$ cat src/hdl/hbf_pkg.sv
// Package: widths, stage counts, types and step functions of the bond force pipeline.
package hbf_pkg;

  localparam int COORD_W    = 32;
  localparam int FRAC_W     = 16;
  localparam int CFG_W      = 32;
  localparam int CFG_IDX_W  = 2;
  localparam int OUT_W      = 48;
  localparam int DIFF_W     = COORD_W + 1;
  localparam int SUM_W      = 2 * DIFF_W;
  localparam int ROOT_W     = SUM_W / 2;
  localparam int REM_W      = ROOT_W + 3;
  localparam int DR_W       = ROOT_W + 1;
  localparam int KD_W       = CFG_W + ROOT_W;
  localparam int DRSQ_W     = 2 * ROOT_W;
  localparam int EP_W       = DRSQ_W + CFG_W;
  localparam int Q_W        = KD_W + 1;
  localparam int T_W        = Q_W + ROOT_W;
  localparam int SQ_PER     = 3;
  localparam int SQ_STAGES  = ROOT_W / SQ_PER;
  localparam int DIV_PER    = 3;
  localparam int DIV_STAGES = Q_W / DIV_PER;
  // diff, square, sum, root stages, stretch, mul, partials, combine, divide, output
  localparam int NSTAGE     = 8 + SQ_STAGES + DIV_STAGES;

  typedef enum logic [CFG_IDX_W-1:0] {
    REG_SPRING = 2'd0,
    REG_REST   = 2'd1
  } cfg_reg_t;

  typedef struct packed {
    logic [REM_W-1:0]  rem;
    logic [ROOT_W-1:0] root;
    logic [SUM_W-1:0]  rad;
  } sq_state_t;

  typedef struct packed {
    logic [ROOT_W-1:0] rem;
    logic [Q_W-1:0]    num;
  } dv_state_t;

  typedef struct packed {
    logic [2:0][DIFF_W-1:0] dabs;
    logic [2:0]             dneg;
  } sq_tag_t;

  typedef struct packed {
    logic [OUT_W-1:0] energy;
    logic [2:0]       dneg;
    logic             drneg;
    logic             rzero;
  } dv_tag_t;

  typedef struct packed {
    logic [OUT_W-1:0]      energy;
    logic [2:0][OUT_W-1:0] f1;
    logic [2:0][OUT_W-1:0] f2;
  } out_t;

  // one digit of the square root: two radicand bits in, one root bit out
  function automatic sq_state_t sqrt_step(sq_state_t s);
    sq_state_t        r;
    logic [REM_W-1:0] acc;
    logic [REM_W-1:0] trial;
    acc   = {s.rem[REM_W-3:0], s.rad[SUM_W-1 -: 2]};
    trial = {{(REM_W-ROOT_W-2){1'b0}}, s.root, 2'b01};
    r.rad = {s.rad[SUM_W-3:0], 2'b00};
    if (acc >= trial) begin
      r.rem  = acc - trial;
      r.root = {s.root[ROOT_W-2:0], 1'b1};
    end else begin
      r.rem  = acc;
      r.root = {s.root[ROOT_W-2:0], 1'b0};
    end
    return r;
  endfunction

  // one restoring division step: quotient bit shifts into num
  function automatic dv_state_t div_step(dv_state_t s, logic [ROOT_W-1:0] dv);
    dv_state_t       r;
    logic [ROOT_W:0] acc;
    acc   = {s.rem, s.num[Q_W-1]};
    r.num = {s.num[Q_W-2:0], 1'b0};
    if (acc >= {1'b0, dv}) begin
      acc      = acc - {1'b0, dv};
      r.num[0] = 1'b1;
    end
    r.rem = acc[ROOT_W-1:0];
    return r;
  endfunction

endpackage

$ cat src/hdl/hbf_isqrt.sv
// Pipelined integer square root, several root bits per stage, with a side tag.
module hbf_isqrt import hbf_pkg::*; (
  input  logic              clk,
  input  logic              en,
  input  logic [SUM_W-1:0]  rad,
  input  sq_tag_t           tag_in,
  output logic [ROOT_W-1:0] root,
  output sq_tag_t           tag_out
);

  sq_state_t st [SQ_STAGES];
  sq_tag_t   tg [SQ_STAGES];

  for (genvar s = 0; s < SQ_STAGES; s++) begin : g_st
    sq_state_t src;
    sq_tag_t   tsrc;
    sq_state_t cur [SQ_PER+1];

    if (s == 0) begin : g_in
      assign src  = '{rem: '0, root: '0, rad: rad};
      assign tsrc = tag_in;
    end else begin : g_mid
      assign src  = st[s-1];
      assign tsrc = tg[s-1];
    end

    always_comb begin
      cur[0] = src;
      for (int j = 0; j < SQ_PER; j++) begin
        cur[j+1] = sqrt_step(cur[j]);
      end
    end

    always_ff @(posedge clk) begin
      if (en) begin
        st[s] <= cur[SQ_PER];
        tg[s] <= tsrc;
      end
    end
  end

  assign root    = st[SQ_STAGES-1].root;
  assign tag_out = tg[SQ_STAGES-1];

endmodule

$ cat config.mk
export PLATFORM = sky130hd
export DESIGN_NAME = hbf_isqrt
export DESIGN_NICKNAME = d
export VERILOG_FILES = /design/src/hdl/hbf_pkg.sv /design/src/hdl/hbf_isqrt.sv
export SDC_FILE = /design/constraint.sdc
export NUM_CORES = 2
export LEC_CHECK = 0
export ABC_CLOCK_PERIOD_IN_PS = 12500
export BUFFER_PORTS_ARGS = -buffer_cell sky130_fd_sc_hd__buf_2
export CORE_AREA = 2 2 416 418
export DETAILED_ROUTE_END_ITERATION = 8
export DIE_AREA = 0 0 418 420
export PLACE_DENSITY_LB_ADDON = 0.1
export SLEW_MARGIN = 20
export SYNTH_ARGS = -nofsm -noshare
export SYNTH_HDL_FRONTEND = slang
export SYNTH_SLANG_ARGS = --single-unit
$ cat constraint.sdc
create_clock -name clk -period 12.5 [get_ports clk]
set_input_delay 1.25 -clock clk [delete_from_list [all_inputs] [get_ports clk]]
set_output_delay 1.25 -clock clk [all_outputs]
set_load 0.02 [all_outputs]
* Yosys cells after proc, flatten, opt, wreduce, memory -nomap -nowiden
Memories as Yosys holds them, arrays and structs flattened.
Index checks and enable logic that the tools add are counted.
** Word-level totals
- Output and inout bits :: 135
- Memories kept :: 2
- Register bits after elaboration :: 0
- Memory bits (writable) :: 2541
- Input port bits :: 170
** Memory list
- st :: depth 11, width 129, rd ports 11, clocked after Yosys merged registers in 0, write ports 11, line hbf_isqrt.sv:11 : sq_state_t st [SQ_STAGES];
- tg :: depth 11, width 102, rd ports 11, clocked after Yosys merged registers in 0, write ports 11, line hbf_isqrt.sv:12 : sq_tag_t tg [SQ_STAGES];
** Cells by class
- $lt $le $gt $ge :: 33
- Muxes and demuxes :: 35
- Add/sub/neg operators :: 33
** Operators by type and width (count)
- 2-to-1 mux 67 bit :: 22
- >= comparator 36 x 35 -> 1 bit :: 32
- 2-to-1 mux 69 bit :: 11
- subtractor 34 bit :: 21
- subtractor 36 x 35 -> 36 bit :: 11
- subtractor 2 x 1 -> 3 bit, second input constant :: 1
- >= comparator 2 x 1 -> 1 bit, second input constant :: 1
- 2-to-1 mux 1 bit :: 2

* Logic depth before layout (Yosys ltp)
An unclocked memory read counts as a cell.
- Word-level depth :: 7
- Gate-level depth with buffers :: 48

* Least setup slack after synthesis
OpenSTA, ideal clock, no wires.
- Kind :: flip-flop to flip-flop
- Start point :: memory st[5][71] in the netlist's numbering
- End point :: memory st[6][101] in the netlist's numbering (data pin)
- Setup time :: 270 ps
- Required time :: 12230 ps
- Setup slack :: 2934 ps
- Cell stages (with the launch flop) :: 45
- Arrival time :: 9296 ps
- Cell sequence :: edfxtp_1 > inv_1 > ha_1 > clkbuf_1 > a21oi_1 > o221ai_1 > nor3b_1 > a21o_1 > nand2_1 > inv_1 > buf_1 > nor2_1 > a21oi_1 > inv_1 > ha_1 > a21oi_1 > o22ai_1 > o311ai_0 > (+9 left out) > ha_1 > a21o_1 > o21bai_1 > a21o_1 > a21o_1 > a21oi_1 > nor2_1 > o2111ai_1 > a21oi_1 > o31a_1 > or3_1 > o31ai_1 > a21oi_1 > nor4_1 > and2_1 > buf_2 > buf_1 > o21ai_0
** RTL lines (line)
- start, declared :: hbf_isqrt.sv:11

==> results by group <==
Synth
  • Number of synthesized flops with an enable pin: between 1500 and 2000
  • Mux share of post-synthesis cell area: 1.18%
  • Xor-xnor portion of the synthesized cell area: 6.66%
  • Adder-cell share of the synthesized area: 6.94%
  • Synth Area in Simple Gates: 13.4%
  • Post-synthesis sequential area ratio: 55.6%
  • Synth Area per Inst: 11.5 µm²
  • Synth warn: 0
  • #FFs+latches synth: a little under 2000
  • Ys flop type: edfxtp_1
  • Cell variety after synth: 103
  • Synthesized instance count: 9326
  • Synth Area in Compound Gates: 13.8%
  • Largest family of logic cells by synthesized area: compound AO/OA/AOI/OAI gates
  • Mapped Area: 0.107 mm²
  • Post-synth ARST share: 0%

Placement
  • DPL Wire Length: 197000 µm
  • Placed cell areas: ~0.11 mm²
  • Setup WS pre-CTS: 0.965 ns
  • PortBufs: 304
  • Final GP Congestion: 1.03

Critical path
  • Critical setup path kind: flop to flop
  • Crit-path max cell delay: 0.79 ns
  • Reg2reg end: st[6][106]
  • Reg2reg start: st[5][103]
  • Crit. Startpoint: st[5][103]
  • R2R cell count: 38
  • Largest delay share family, worst path: compound AO/OA/AOI/OAI gates
  • Max stage delay cell, worst path: or4_1
  • CP Max Fanout: 25
  • CP Launch Type: flop
  • R2r setup slk: 0.87 ns
  • Crit path buf inv count: 3
  • Worst setup path endpoint: st[6][106]
  • Crit. End Element: flop
  • Worst path depth: 38
  • Worst path required time: about 13 ns
  • Critical Path AT: 12.18 ns

Power
  • P per Cell Area: approximately 250 mW/mm²
  • Worst vdd ir: 0.257 mV
  • Static Leak: 44.8 nW

Finish
  • Non-Filler Cell Area, Final: ~0.12 mm²
  • Layout cells sized above 1: between 9 and 10%
  • Commonest non-fill, non-tap cell in the layout: edfxtp_1
  • Fillers: 12200
  • Nets: roughly 10000
  • Area of the multi-input gates: between 0.04 and 0.05 mm²
  • Layout area overhead: 9.70%
  • Reg area: 0.0598 mm²
  • Commonest cells after routing, fill and taps aside: edfxtp_1 (1990), nand2_1 (717), a21oi_1 (707), nor2_1 (638), ha_1 (596)

Route
  • Drt drc: 0
  • Routed WL: 275000 µm
  • Final ANT Viol Nets: 0
  • Drt wl/cell: ~23 µm
  • DR pass1 iterations: 9
  • 1st-iter DRT viols: 8234
  • DR vias/cell: around 6.4
  • Via count: roughly 77000

Clock tree
  • H-tree Lvls: 4
  • CTS tree: built
  • Clk sinks: approximately 2000
  • Longest Clk Path Bufs: 3
  • Root buffer cell: clkbuf_16
  • Hold_buf cts: 0
  • Total clock buffers created by CTS: 193
  • CTS clk-pin slew, worst paths: approximately 0.070 ns
  • Post-CTS setup buffers: 0
  • Worst-Skew Late Latency: between 0.8 and 0.9 ns
  • Post-CTS sizing: 0

STA
  • Final TNS setup: 0 ns
  • Max-slew violation count: 0
  • Final Hold Fails: 0
  • Fmax: 86.0 MHz
  • Worst Slack Setup Final: between 0.8 and 0.9 ns
  • Clock Skews: approximately 0.09 ns
  • Final period util: about 93%
  • Worst slew pin tran: 1.19 ns
  • Shortest period the worst path allows: 11.63 ns
  • Setup violators final: 0
  • RSZ-0062 raised after global routing: no
  • Rel. slew slack: between 20% and 30%

Floorplan
  • Core ar.: 0.171 mm²
  • Io pins: between 300 and 400
  • Die width: 418 µm
  • FP Rows: approximately 150
  • Die Ht: 420 µm
  • Starting density of the core: 62.8%
  • Total Die Area: 0.176 mm²

GRT
  • Vias in the first global route: 72900
  • Global Route Usage Sum: 30.7%
  • Initial antenna violation count: 10
  • Global route overflow: 0
  • First-pass GRT wire length: 419000 µm
  • Largest net degree at the start of global routing: approximately 200

Outcome
  • Status: finished clean

Hold path
  • HP Class: flop to flop
  • Min-Delay Startpoint: tg[3][90]

Job
  • Max Cap Viol: 0
## where the power goes
part	internal (W)	switching [W]	leakage [nW]
Sequential	0.00855	0.000582	19.3
Combinational	0.00551	0.00847	22.5
Clock	0.00313	0.00263	3.02
## synth_stat cells, types with 208 or more instances
library cell  count  share of area, %
edfxtp_1       1990                56
nand2_1         717               2.5
a21oi_1         707               3.3
nor2_1          638               2.2
ha_1            596               6.9
xnor2_1         503               4.1
o21ai_0         494               2.3
inv_1           408               1.4
xor2_1          314               2.6
a21o_1          275               1.9
nand3_1         220               1.0
nor3_1          208              0.97
## registers in the layout, indices dropped and copies added, names as in the netlist
register	count
st	868
tg	1122
## through the flow
step                power (W)  hold slack (ns)  utilization (%)  cells
floorplan              0.0192            0.400                -   9330
global placement       0.0225            0.400             65.2  11700
detailed placement     0.0227            0.405             65.2  11700
CTS                    0.0287            0.393             68.9  12100
global route           0.0306            0.404             68.9  12100
finish                 0.0289            0.395             68.9  12100
## layout make-up
type | count | share of cell area (%)
antenna | 6 | 0.0127
tap | 2233 | 2.37
sequential | 1990 | 50.7
timing repair buffer | 382 | 1.90
clock buffer | 219 | 4.18
clock inverter | 138 | 1.16
multi-input combinational | 6677 | 38.3
inverter | 415 | 1.32
## how the worst min path moves through the flow
stage | end | slack [ns] | depth (start not counted)
2_1_floorplan | st[1][10] | 0.40 | 0
3_3_place_gp | tg[5][50] | 0.40 | 0
3_5_place_dp | st[2][12] | 0.40 | 0
4_1_cts | tg[4][90] | 0.39 | 0
5_1_grt | tg[8][19] | 0.40 | 0
6_report | tg[4][90] | 0.39 | 0
## worst reg2reg max path, delay by kind of cell (launching register included)
kind / cells / cell delay, ns
DFF: 1 / 0.41
AOI/OAI and AO/OA: 17 / 4.28
adders and majority gates: 3 / 1.10
and+or+nand+nor: 14 / 4.20
buffers and inverters: 3 / 0.94
muxes: 1 / 0.36
## metal layers
metal / share of wire (%) / wire [µm] / global-route usage [%]
met5: 0.020 / 54 / 0
met4: 4.4 / 12200 / 13.1
met3: 7.5 / 20600 / 5.20
met2: 47 / 129000 / 49.9
met1: 41 / 113000 / 40.9
## logic make-up after synthesis
group                      after synthesis
and+or+nand+nor                       2817
AOI/OAI and AO/OA                     2326
muxes                                  116
DFF                                   1990
other                                    1
buffers and inverters                  663
adders and majority gates              596
xor gates and xnor gates               817
No activity file was read; power rests on OpenSTA's default activity.
